--- config.mk ---
export PLATFORM = sky130hd
export DESIGN_NAME = id3v2_tag_stream_parser_flat
export DESIGN_NICKNAME = d
export VERILOG_FILES = /design/src/rtl/id3p_pkg.sv /design/src/rtl/id3p_if.sv /design/src/rtl/id3v2_tag_stream_parser.sv /design/src/rtl/id3p_parse_core.sv /design/src/rtl/id3p_out_queue.sv /design/src/flat_wrapper.sv
export SDC_FILE = /design/constraint.sdc
export NUM_CORES = 2
export LEC_CHECK = 0
export ABC_AREA = 1
export BUFFER_PORTS_ARGS = -buffer_cell sky130_fd_sc_hd__buf_2
export CAP_MARGIN = 15
export CORE_MARGIN = 2
export CORE_UTILIZATION = 63
export DETAILED_ROUTE_END_ITERATION = 10
export PLACE_DENSITY = 0.81
export REMOVE_ABC_BUFFERS = 1
export SLEW_MARGIN = 20
export SYNTH_ARGS = -nofsm -noshare
export SYNTH_HDL_FRONTEND = slang
export SYNTH_SLANG_ARGS = --single-unit
--- constraint.sdc ---
create_clock -name i_clk -period 7.7 [get_ports i_clk]
set_input_delay 0.385 -clock i_clk [delete_from_list [all_inputs] [get_ports i_clk]]
set_output_delay 0.385 -clock i_clk [all_outputs]
set_load 0.01 [all_outputs]
--- src/rtl/id3p_pkg.sv ---
// Package for the ID3v2 tag stream parser: parse phases, result kinds,
// the result record and the sizing constants. No dependencies.
package id3p_pkg;

    typedef enum logic [3:0] {
        PH_SIG  = 4'd0,
        PH_VER  = 4'd1,
        PH_FLG  = 4'd2,
        PH_TSZ  = 4'd3,
        PH_FID  = 4'd4,
        PH_FSZ  = 4'd5,
        PH_FFL  = 4'd6,
        PH_PAY  = 4'd7,
        PH_DONE = 4'd8,
        PH_ERR  = 4'd9
    } t_phase;

    localparam logic [2:0] K_TAG     = 3'd0;
    localparam logic [2:0] K_FRAME   = 3'd1;
    localparam logic [2:0] K_PAYLOAD = 3'd2;
    localparam logic [2:0] K_END     = 3'd3;
    localparam logic [2:0] K_BADSIG  = 3'd4;

    localparam logic [7:0]  SIG_CHAR0 = 8'h49;
    localparam logic [7:0]  SIG_CHAR1 = 8'h44;
    localparam logic [7:0]  SIG_CHAR2 = 8'h33;
    localparam logic [6:0]  SYNC_MASK = 7'h7F;
    localparam logic [29:0] HDR_BYTES = 30'd10;
    localparam logic [28:0] CONS_MAX  = 29'h1FFF_FFFF;

    // Output queue depth; the parser needs room for two results per item.
    localparam int unsigned Q_DEPTH = 4;
    localparam int unsigned Q_AW    = $clog2(Q_DEPTH);

    typedef struct packed {
        logic [2:0]  kind;
        logic [31:0] frame_id;
        logic [27:0] size_value;
        logic [15:0] flag_bits;
        logic [15:0] version;
        logic [7:0]  payload_byte;
        logic        last_in_frame;
    } t_result;

    typedef struct packed {
        logic [1:0] count;
        t_result    res0;
        t_result    res1;
    } t_emit;

    function automatic t_result mk_result(
        input logic [2:0]  kind,
        input logic [31:0] frame_id,
        input logic [27:0] size_value,
        input logic [15:0] flag_bits,
        input logic [15:0] version,
        input logic [7:0]  payload_byte,
        input logic        last_in_frame
    );
        t_result r;
        r.kind          = kind;
        r.frame_id      = frame_id;
        r.size_value    = size_value;
        r.flag_bits     = flag_bits;
        r.version       = version;
        r.payload_byte  = payload_byte;
        r.last_in_frame = last_in_frame;
        return r;
    endfunction

endpackage

--- src/rtl/id3p_if.sv ---
// Stream channel interfaces for the ID3v2 tag stream parser: raw input
// bytes and parse results. No dependencies.
interface id3p_in_if;
    logic       valid;
    logic       ready;
    logic [7:0] in_byte;
    logic       start_of_stream;

    modport source (output valid, output in_byte, output start_of_stream, input ready);
    modport sink   (input valid, input in_byte, input start_of_stream, output ready);
endinterface

interface id3p_out_if;
    logic        valid;
    logic        ready;
    logic [2:0]  kind;
    logic [31:0] frame_id;
    logic [27:0] size_value;
    logic [15:0] flag_bits;
    logic [15:0] version;
    logic [7:0]  payload_byte;
    logic        last_in_frame;

    modport source (
        output valid, output kind, output frame_id, output size_value,
        output flag_bits, output version, output payload_byte,
        output last_in_frame, input ready
    );
    modport sink (
        input valid, input kind, input frame_id, input size_value,
        input flag_bits, input version, input payload_byte,
        input last_in_frame, output ready
    );
endinterface

--- src/rtl/id3v2_tag_stream_parser.sv ---
// Top level of the ID3v2 tag stream parser: parse core and result queue.
// Depends on id3p_pkg, id3p_if, id3p_parse_core and id3p_out_queue.
//
// Usage: feed the file one byte per item on i_in, from offset 0, with
// start_of_stream set on the first byte of every file. The block checks
// the "ID3" signature, then reports one tag header result (version, flags,
// decoded syncsafe tag size), one frame header result per frame, one
// payload result per frame value byte after the encoding byte (the last
// one marked), and a tag end result. A signature mismatch gives a single
// bad signature result; later bytes are then taken and dropped until the
// next start_of_stream. Fields that do not belong to a result kind are 0.
//
// Throughput is one byte per cycle while i_in.ready is high. A byte's
// results are written into a four-entry result queue at the edge that
// accepts it, and o_out shows them in order after any results already
// queued; a second one is a tag end. One byte yields at most two results,
// so i_in.ready drops while the queue holds more than two; a stalled
// receiver therefore stops input before the queue overflows and nothing
// is lost. o_out holds its item steady until taken. Synchronous reset
// empties the queue and returns the parse to waiting for the signature.
module id3v2_tag_stream_parser
    import id3p_pkg::*;
(
    input  logic         i_clk,
    input  logic         i_rst_n,
    id3p_in_if.sink      i_in,
    id3p_out_if.source   o_out
);

    t_emit   w_emit;
    t_result w_head;
    logic    w_room;
    logic    w_accept;

    assign i_in.ready = w_room;
    assign w_accept   = i_in.valid && w_room;

    id3p_parse_core u_core (
        .i_clk     (i_clk),
        .i_rst_n   (i_rst_n),
        .i_accept  (w_accept),
        .i_in_byte (i_in.in_byte),
        .i_start   (i_in.start_of_stream),
        .o_emit    (w_emit)
    );

    id3p_out_queue u_queue (
        .i_clk   (i_clk),
        .i_rst_n (i_rst_n),
        .i_emit  (w_emit),
        .i_pop   (o_out.ready),
        .o_room  (w_room),
        .o_valid (o_out.valid),
        .o_head  (w_head)
    );

    assign o_out.kind          = w_head.kind;
    assign o_out.frame_id      = w_head.frame_id;
    assign o_out.size_value    = w_head.size_value;
    assign o_out.flag_bits     = w_head.flag_bits;
    assign o_out.version       = w_head.version;
    assign o_out.payload_byte  = w_head.payload_byte;
    assign o_out.last_in_frame = w_head.last_in_frame;

endmodule

--- src/rtl/id3p_parse_core.sv ---
// Parse state registers and the per-byte next-state logic of the ID3v2
// tag stream parser. Depends on id3p_pkg.
module id3p_parse_core
    import id3p_pkg::*;
(
    input  logic       i_clk,
    input  logic       i_rst_n,
    input  logic       i_accept,
    input  logic [7:0] i_in_byte,
    input  logic       i_start,
    output t_emit      o_emit
);

    t_phase      r_phase, n_phase, e_phase;
    logic [2:0]  r_cnt, n_cnt, e_cnt;
    logic [27:0] r_tag_size, n_tag_size, e_tag_size;
    logic [28:0] r_consumed, n_consumed, e_consumed;
    logic [31:0] r_id, n_id, e_id;
    logic [27:0] r_fsize, n_fsize, e_fsize;
    logic [27:0] r_remain, n_remain, e_remain;
    logic [15:0] r_ver, n_ver, e_ver;
    logic [7:0]  r_hflags, n_hflags, e_hflags;
    logic [15:0] r_fflags, n_fflags, e_fflags;

    // A start byte sees the cleared state, as if the parse began here.
    assign e_phase    = i_start ? PH_SIG : r_phase;
    assign e_cnt      = i_start ? '0 : r_cnt;
    assign e_tag_size = i_start ? '0 : r_tag_size;
    assign e_consumed = i_start ? '0 : r_consumed;
    assign e_id       = i_start ? '0 : r_id;
    assign e_fsize    = i_start ? '0 : r_fsize;
    assign e_remain   = i_start ? '0 : r_remain;
    assign e_ver      = i_start ? '0 : r_ver;
    assign e_hflags   = i_start ? '0 : r_hflags;
    assign e_fflags   = i_start ? '0 : r_fflags;

    logic [2:0]  w_cnt_inc;
    logic [7:0]  w_sig_char;
    logic        w_bad_sig;
    logic [27:0] w_tsz_new;
    logic [27:0] w_fsz_new;
    logic [15:0] w_fflags_new;
    logic        w_fid_zero;
    logic [29:0] w_sum;
    logic [28:0] w_cons_new;
    logic        w_tag_end;
    logic        w_first;
    logic [27:0] w_remain_dec;
    logic        w_pay_last;

    assign w_cnt_inc = e_cnt + 3'd1;

    always_comb begin
        unique case (e_cnt)
            3'd0:    w_sig_char = SIG_CHAR0;
            3'd1:    w_sig_char = SIG_CHAR1;
            default: w_sig_char = SIG_CHAR2;
        endcase
    end

    assign w_bad_sig    = (e_cnt > 3'd2) || (i_in_byte != w_sig_char);
    assign w_tsz_new    = {e_tag_size[20:0], i_in_byte[6:0] & SYNC_MASK};
    assign w_fsz_new    = {e_fsize[20:0], i_in_byte[6:0] & SYNC_MASK};
    assign w_fflags_new = {e_fflags[7:0], i_in_byte};
    assign w_fid_zero   = (e_cnt == 3'd0) && (i_in_byte == 8'd0);

    // Frame end bookkeeping: header plus frame size, saturating.
    assign w_sum      = {1'b0, e_consumed} + {2'b00, e_fsize} + HDR_BYTES;
    assign w_cons_new = (w_sum > {1'b0, CONS_MAX}) ? CONS_MAX : w_sum[28:0];
    assign w_tag_end  = w_cons_new >= {1'b0, e_tag_size};

    assign w_first      = (e_remain == e_fsize);
    assign w_remain_dec = (e_remain != '0) ? (e_remain - 28'd1) : '0;
    assign w_pay_last   = (w_remain_dec == '0);

    // Next parse phase.
    always_comb begin
        n_phase = r_phase;
        if (i_accept) begin
            n_phase = e_phase;
            unique case (e_phase)
                PH_SIG: begin
                    if (w_bad_sig) begin
                        n_phase = PH_ERR;
                    end else if (w_cnt_inc == 3'd3) begin
                        n_phase = PH_VER;
                    end
                end
                PH_VER: begin
                    if (w_cnt_inc >= 3'd2) begin
                        n_phase = PH_FLG;
                    end
                end
                PH_FLG: begin
                    n_phase = PH_TSZ;
                end
                PH_TSZ: begin
                    if (w_cnt_inc >= 3'd4) begin
                        n_phase = (w_tsz_new == '0) ? PH_DONE : PH_FID;
                    end
                end
                PH_FID: begin
                    if (w_fid_zero) begin
                        n_phase = PH_DONE;
                    end else if (w_cnt_inc >= 3'd4) begin
                        n_phase = PH_FSZ;
                    end
                end
                PH_FSZ: begin
                    if (w_cnt_inc >= 3'd4) begin
                        n_phase = PH_FFL;
                    end
                end
                PH_FFL: begin
                    if (w_cnt_inc >= 3'd2) begin
                        if (e_fsize != '0) begin
                            n_phase = PH_PAY;
                        end else begin
                            n_phase = w_tag_end ? PH_DONE : PH_FID;
                        end
                    end
                end
                PH_PAY: begin
                    if (w_pay_last) begin
                        n_phase = w_tag_end ? PH_DONE : PH_FID;
                    end
                end
                PH_DONE, PH_ERR: begin
                    n_phase = e_phase;
                end
                default: begin
                    n_phase = e_phase;
                end
            endcase
        end
    end

    // Field registers and the results of the accepted byte.
    always_comb begin
        n_cnt      = r_cnt;
        n_tag_size = r_tag_size;
        n_consumed = r_consumed;
        n_id       = r_id;
        n_fsize    = r_fsize;
        n_remain   = r_remain;
        n_ver      = r_ver;
        n_hflags   = r_hflags;
        n_fflags   = r_fflags;
        o_emit     = '0;
        if (i_accept) begin
            n_cnt      = e_cnt;
            n_tag_size = e_tag_size;
            n_consumed = e_consumed;
            n_id       = e_id;
            n_fsize    = e_fsize;
            n_remain   = e_remain;
            n_ver      = e_ver;
            n_hflags   = e_hflags;
            n_fflags   = e_fflags;
            unique case (e_phase)
                PH_SIG: begin
                    if (w_bad_sig) begin
                        o_emit.count = 2'd1;
                        o_emit.res0  = mk_result(K_BADSIG, '0, '0, '0, '0, '0, 1'b0);
                    end else begin
                        n_cnt = (w_cnt_inc == 3'd3) ? 3'd0 : w_cnt_inc;
                    end
                end
                PH_VER: begin
                    n_ver = {e_ver[7:0], i_in_byte};
                    n_cnt = (w_cnt_inc >= 3'd2) ? 3'd0 : w_cnt_inc;
                end
                PH_FLG: begin
                    n_hflags   = i_in_byte;
                    n_cnt      = '0;
                    n_tag_size = '0;
                end
                PH_TSZ: begin
                    n_tag_size = w_tsz_new;
                    n_cnt      = w_cnt_inc;
                    if (w_cnt_inc >= 3'd4) begin
                        n_cnt        = '0;
                        n_consumed   = '0;
                        n_id         = '0;
                        o_emit.count = 2'd1;
                        o_emit.res0  = mk_result(K_TAG, '0, w_tsz_new,
                                                 {8'h00, e_hflags}, e_ver, '0, 1'b0);
                        if (w_tsz_new == '0) begin
                            o_emit.count = 2'd2;
                            o_emit.res1  = mk_result(K_END, '0, '0, '0, '0, '0, 1'b0);
                        end
                    end
                end
                PH_FID: begin
                    if (w_fid_zero) begin
                        o_emit.count = 2'd1;
                        o_emit.res0  = mk_result(K_END, '0, '0, '0, '0, '0, 1'b0);
                    end else begin
                        n_id  = {e_id[23:0], i_in_byte};
                        n_cnt = w_cnt_inc;
                        if (w_cnt_inc >= 3'd4) begin
                            n_cnt   = '0;
                            n_fsize = '0;
                        end
                    end
                end
                PH_FSZ: begin
                    n_fsize = w_fsz_new;
                    n_cnt   = w_cnt_inc;
                    if (w_cnt_inc >= 3'd4) begin
                        n_cnt    = '0;
                        n_fflags = '0;
                    end
                end
                PH_FFL: begin
                    n_fflags = w_fflags_new;
                    n_cnt    = w_cnt_inc;
                    if (w_cnt_inc >= 3'd2) begin
                        n_cnt        = '0;
                        n_remain     = e_fsize;
                        o_emit.count = 2'd1;
                        o_emit.res0  = mk_result(K_FRAME, e_id, e_fsize, w_fflags_new,
                                                 '0, '0, 1'b0);
                        if (e_fsize == '0) begin
                            n_consumed = w_cons_new;
                            if (w_tag_end) begin
                                o_emit.count = 2'd2;
                                o_emit.res1  = mk_result(K_END, '0, '0, '0, '0, '0, 1'b0);
                            end else begin
                                n_id = '0;
                            end
                        end
                    end
                end
                PH_PAY: begin
                    n_remain = w_remain_dec;
                    if (!w_first) begin
                        o_emit.count = 2'd1;
                        o_emit.res0  = mk_result(K_PAYLOAD, e_id, '0, '0, '0,
                                                 i_in_byte, w_pay_last);
                    end
                    if (w_pay_last) begin
                        n_consumed = w_cons_new;
                        if (w_tag_end) begin
                            if (w_first) begin
                                o_emit.count = 2'd1;
                                o_emit.res0  = mk_result(K_END, '0, '0, '0, '0, '0, 1'b0);
                            end else begin
                                o_emit.count = 2'd2;
                                o_emit.res1  = mk_result(K_END, '0, '0, '0, '0, '0, 1'b0);
                            end
                        end else begin
                            n_cnt = '0;
                            n_id  = '0;
                        end
                    end
                end
                PH_DONE, PH_ERR: begin
                    o_emit.count = 2'd0;
                end
                default: begin
                    o_emit.count = 2'd0;
                end
            endcase
        end
    end

    always_ff @(posedge i_clk) begin
        if (!i_rst_n) begin
            r_phase    <= PH_SIG;
            r_cnt      <= '0;
            r_tag_size <= '0;
            r_consumed <= '0;
            r_id       <= '0;
            r_fsize    <= '0;
            r_remain   <= '0;
            r_ver      <= '0;
            r_hflags   <= '0;
            r_fflags   <= '0;
        end else begin
            r_phase    <= n_phase;
            r_cnt      <= n_cnt;
            r_tag_size <= n_tag_size;
            r_consumed <= n_consumed;
            r_id       <= n_id;
            r_fsize    <= n_fsize;
            r_remain   <= n_remain;
            r_ver      <= n_ver;
            r_hflags   <= n_hflags;
            r_fflags   <= n_fflags;
        end
    end

endmodule

--- src/rtl/id3p_out_queue.sv ---
// Small result queue of the ID3v2 tag stream parser: takes up to two
// results per cycle and hands out one. Depends on id3p_pkg.
module id3p_out_queue
    import id3p_pkg::*;
(
    input  logic    i_clk,
    input  logic    i_rst_n,
    input  t_emit   i_emit,
    input  logic    i_pop,
    output logic    o_room,
    output logic    o_valid,
    output t_result o_head
);

    t_result         r_mem [Q_DEPTH];
    logic [Q_AW-1:0] r_wr_ptr, n_wr_ptr;
    logic [Q_AW-1:0] r_rd_ptr, n_rd_ptr;
    logic [Q_AW:0]   r_count, n_count;
    logic [Q_AW-1:0] w_wr_next;
    logic            w_pop;

    assign o_valid   = (r_count != '0);
    assign o_head    = r_mem[r_rd_ptr];
    // Room for the worst case of two results from the next item.
    assign o_room    = (r_count <= (Q_AW + 1)'(Q_DEPTH - 2));
    assign w_pop     = i_pop && o_valid;
    assign w_wr_next = r_wr_ptr + Q_AW'(1);

    assign n_wr_ptr = r_wr_ptr + Q_AW'(i_emit.count);
    assign n_rd_ptr = w_pop ? (r_rd_ptr + Q_AW'(1)) : r_rd_ptr;
    assign n_count  = r_count + (Q_AW + 1)'(i_emit.count) - (Q_AW + 1)'(w_pop);

    always_ff @(posedge i_clk) begin
        if (i_emit.count != 2'd0) begin
            r_mem[r_wr_ptr] <= i_emit.res0;
        end
        if (i_emit.count == 2'd2) begin
            r_mem[w_wr_next] <= i_emit.res1;
        end
    end

    always_ff @(posedge i_clk) begin
        if (!i_rst_n) begin
            r_wr_ptr <= '0;
            r_rd_ptr <= '0;
            r_count  <= '0;
        end else begin
            r_wr_ptr <= n_wr_ptr;
            r_rd_ptr <= n_rd_ptr;
            r_count  <= n_count;
        end
    end

endmodule

--- src/flat_wrapper.sv ---
// flat-port wrapper written by rule: the top's interface ports become plain ports
module id3v2_tag_stream_parser_flat import id3p_pkg::*;
  (i_clk, i_rst_n, i_in_valid, i_in_in_byte, i_in_start_of_stream, i_in_ready, o_out_valid, o_out_kind, o_out_frame_id, o_out_size_value, o_out_flag_bits, o_out_version, o_out_payload_byte, o_out_last_in_frame, o_out_ready);
  id3p_in_if i_in_i ();
  id3p_out_if o_out_i ();
  input  logic i_clk;
  input  logic i_rst_n;
  input wire logic [$bits(i_in_i.valid)-1:0] i_in_valid;
  input wire logic [$bits(i_in_i.in_byte)-1:0] i_in_in_byte;
  input wire logic [$bits(i_in_i.start_of_stream)-1:0] i_in_start_of_stream;
  output wire logic [$bits(i_in_i.ready)-1:0] i_in_ready;
  output wire logic [$bits(o_out_i.valid)-1:0] o_out_valid;
  output wire logic [$bits(o_out_i.kind)-1:0] o_out_kind;
  output wire logic [$bits(o_out_i.frame_id)-1:0] o_out_frame_id;
  output wire logic [$bits(o_out_i.size_value)-1:0] o_out_size_value;
  output wire logic [$bits(o_out_i.flag_bits)-1:0] o_out_flag_bits;
  output wire logic [$bits(o_out_i.version)-1:0] o_out_version;
  output wire logic [$bits(o_out_i.payload_byte)-1:0] o_out_payload_byte;
  output wire logic [$bits(o_out_i.last_in_frame)-1:0] o_out_last_in_frame;
  input wire logic [$bits(o_out_i.ready)-1:0] o_out_ready;
  assign i_in_i.valid = i_in_valid;
  assign i_in_i.in_byte = i_in_in_byte;
  assign i_in_i.start_of_stream = i_in_start_of_stream;
  assign i_in_ready = i_in_i.ready;
  assign o_out_valid = o_out_i.valid;
  assign o_out_kind = o_out_i.kind;
  assign o_out_frame_id = o_out_i.frame_id;
  assign o_out_size_value = o_out_i.size_value;
  assign o_out_flag_bits = o_out_i.flag_bits;
  assign o_out_version = o_out_i.version;
  assign o_out_payload_byte = o_out_i.payload_byte;
  assign o_out_last_in_frame = o_out_i.last_in_frame;
  assign o_out_i.ready = o_out_ready;
  id3v2_tag_stream_parser u_core (.i_clk(i_clk), .i_rst_n(i_rst_n), .i_in(i_in_i), .o_out(o_out_i));
endmodule
==> results.json <==
{
  "run_status": "finished, final reports clean",
  "worstRegToRegCells": 36,
  "min_period_over_period": 0.900,
  "first_global_vias": 32114,
  "worstReg2RegStart": "u_core.u_core.r_fsize[1]",
  "synthesis.area_mm2": 0.0351,
  "leakage_uw": 0.0177,
  "overflow": 0,
  "antenna_left": 0,
  "timing.setup.tns_ns": 0,
  "irDropWorstVdd_mv": 0.575,
  "initial_utilization": 0.637,
  "mean_syn_cell_area_um2": 6.41,
  "slew_violations": 0,
  "die_width_um": 240,
  "cts_tree": "built",
  "io_pins": 119,
  "io_buffers": 118,
  "setup_viol": 0,
  "finalClockSkew_ns": 0.0168,
  "grt_util_all_layers": 0.374,
  "max-cap-violations": 0,
  "post_synthesis_register_bit_count": 609,
  "cts.clk_slew.worst_paths_ns": 0.06,
  "post-cts-setup-buffer-count": 0,
  "grt_max_degree": 190,
  "critPathCaptureType": "flip-flop",
  "cp_data_required_time_ns": 8.19,
  "synth.top_cells.by_area": "sky130_fd_sc_hd__dfxtp_1 (34%), sky130_fd_sc_hd__nand2_1 (12%), sky130_fd_sc_hd__nor2_1 (9.2%)",
  "synth_warnings": 0,
  "core_area_mm2": 0.0551,
  "synthDominantCellAreaShare": 0.343,
  "ctsRootBufferMaster": "sky130_fd_sc_hd__clkbuf_16",
  "holdPathStages": 4,
  "routedWlPerCell_um": 18.3,
  "die-height_um": 240,
  "grt_first_pass_wirelength_um": 175000,
  "cts_buffer_depth": 3,
  "drive_gt1_frac": 0.0647,
  "critical-path-top-cell-by-count": "sky130_fd_sc_hd__nand2_1",
  "fin_crit_ns": 6.93,
  "critical_path.slowest_cell": "sky130_fd_sc_hd__a211oi_1",
  "worst_skew_pair.late_latency_ns": 0.62,
  "post_cts_resized": 0,
  "syn_inst": 5471,
  "postCtsHoldBufs": 0,
  "timing.max_slew.rel_slack": 0.0918,
  "hp-start": "o_out_ready",
  "timing_worst_slew_pin_value_ns": 1.36,
  "drt_wl_total_um": 112000,
  "timing.setup.critical_path_class": "reg2reg",
  "dpl.hpwl_um": 68000,
  "drc_errors": 0,
  "numCtsBuffers": 68,
  "fmaxAchievable_ghz": 0.144,
  "worst-endpoint-arrival_ns": 7.43,
  "drt_iter0_drc": 4632,
  "drt-vias-per-instance": 6.10,
  "rsz_0062_raised_after_global_routing": "false",
  "dieArea_mm2": 0.0576,
  "netlist-cell-type-count": 51,
  "critPathLaunch": "u_core.u_core.r_fsize[1]",
  "power_uw": 13400,
  "fp-row-count": 86,
  "first_pass_iters": 8,
  "final.fill_count": 5154,
  "grt_antenna_before_repair": 0,
  "critical_path.max_fanout": 135,
  "synth-seq-area-share": 0.350,
  "hold_violations": 0,
  "clock_sink_count": 609,
  "crit_path_start_kind": "flip-flop",
  "area.growth.synth_to_final_pct": 6.99,
  "power_per_cell_area_mw_per_mm2": 358,
  "nNetsFinal": 5395,
  "gp_congestion": 1.01,
  "timing.hold.ws_ns": 0.161,
  "hold_path.class": "in2reg",
  "via_count": 37217,
  "cts_htree_levels": 3,
  "slowest_delay_ns": 0.44,
  "synth_top_cell_by_area": "sky130_fd_sc_hd__dfxtp_1"
}
==> layer usage <==
layer	track usage	wire, µm	share of wire	up-vias
met5	0	0	0	-
met4	0.130	3230	0.029	0
met3	0.0569	11200	0.10	220
met2	0.571	48900	0.44	2007
met1	0.537	48100	0.43	17107
li1	-	-	-	17883
==> state kept, by name, indices dropped and copies added (netlist names), named ones only <==
| signal | flops |
|---|---|
| u_core.u_core.r_cnt | 3 |
| u_core.u_core.r_consumed | 29 |
| u_core.u_core.r_fflags | 8 |
| u_core.u_core.r_fsize | 28 |
| u_core.u_core.r_hflags | 8 |
| u_core.u_core.r_id | 32 |
| u_core.u_core.r_phase | 4 |
| u_core.u_core.r_remain | 28 |
| u_core.u_core.r_tag_size | 28 |
| u_core.u_core.r_ver | 16 |
| u_core.u_queue.r_count | 3 |
| u_core.u_queue.r_mem | 416 |
| u_core.u_queue.r_rd_ptr | 2 |
| u_core.u_queue.r_wr_ptr | 2 |
==> Yosys cell counts, drive strengths merged <==
cell / number
a211oi: 6
a21o: 1
a21oi: 615
a221oi: 9
a22oi: 15
a311oi: 1
a31oi: 32
a32o: 1
a41oi: 3
and3: 2
buf: 179
clkbuf: 242
clkinv: 7
dfxtp: 601
edfxtp: 8
fa: 2
ha: 80
inv: 356
nand2: 1125
nand3: 555
nand3b: 2
nand4: 32
nor2: 877
nor3: 25
nor4: 12
o2111ai: 12
o211ai: 34
o21a: 4
o21ai: 432
o21bai: 12
o221a: 11
o221ai: 12
o22ai: 126
o31ai: 6
o32ai: 1
or2: 4
xnor2: 9
xor2: 20
==> report_power, final <==
part,leakage (µW),switching [µW],internal (µW)
Sequential,0.00505,578,4200
Clock,0.00107,1360,1860
Combinational,0.0116,3600,1820
Total,0.0177,5540,7870
==> worst paths after layout <==
check / endpoint / slack [ns]
max reg2reg: u_core.u_queue.r_mem[3][9] / 0.77
max: u_core.u_queue.r_mem[3][9] / 0.77
min: flip-flop / 0.16
min reg2reg: flip-flop / 0.46
==> critical path, delay by kind of cell, from the launching register on <==
| kind | cells | cell delay (ns) |
|---|---|---|
| simple gates | 19 | 2.06 |
| compound gates | 7 | 1.94 |
| xor+xnor | 1 | 0.16 |
| buf+inv | 5 | 0.76 |
| flops | 1 | 0.36 |
| fa+ha+maj | 4 | 1.32 |
==> cells in the final DEF, fill, tap and decap left out, drive strengths merged, types with 2 or more instances in the layout <==
cell / n
o221a: 11
o21ai: 432
nand2: 1125
a41oi: 3
edfxtp: 8
nand3: 555
buf: 180
nor2: 877
nor4: 12
dfxtp: 601
inv: 362
clkbuf: 101
a22oi: 15
a21oi: 615
nand3b: 2
o22ai: 126
o31ai: 6
a31oi: 32
xnor2: 9
o21a: 4
o2111ai: 12
or2: 4
a221oi: 9
o21bai: 12
nand4: 32
a211oi: 6
ha: 80
o211ai: 34
nor3: 25
bufinv: 2
and3: 2
clkinv: 19
fa: 2
xor2: 20
o221ai: 12
==> layout make-up <==
type | count | area [µm²] | share of cell area
clock inverter | 20 | 181 | 0.00484
clock buffer | 101 | 1990 | 0.0529
timing repair buffer | 180 | 1260 | 0.0335
multi-input combinational | 4078 | 19500 | 0.520
tap | 748 | 936 | 0.0249
inverter | 363 | 1380 | 0.0367
sequential | 609 | 12300 | 0.327
antenna | 1 | 2.50 | 0.0000667
==> metrics by stage <==
| stage | area [µm²] | instances | util | setup WS, ns |
|---|---|---|---|---|
| 5_1_grt | 37500 | 6099 | 0.681 | 0.328 |
| 6_report | 37500 | 6100 | 0.681 | 0.767 |
| 3_5_place_dp | 35400 | 5978 | 0.642 | 0.689 |
| 4_1_cts | 37500 | 6099 | 0.681 | 0.945 |
| 3_3_place_gp | 35400 | 5978 | 0.642 | 0.791 |
| 2_1_floorplan | 33100 | 5050 | - | -3.79 |
==> kinds of logic (layout without fill, tap and decap cells) <==
kind of cell    after synthesis  in the layout  share of synthesized area
simple gates               2634           2634                      0.309
compound gates             1333           1333                      0.208
buf+inv                     784            664                     0.0961
flops                       609            609                      0.350
fa+ha+maj                    82             82                     0.0297
xor+xnor                     29             29                    0.00724
other cells                   0              1                          0
(Power assumes the default switching activity.)
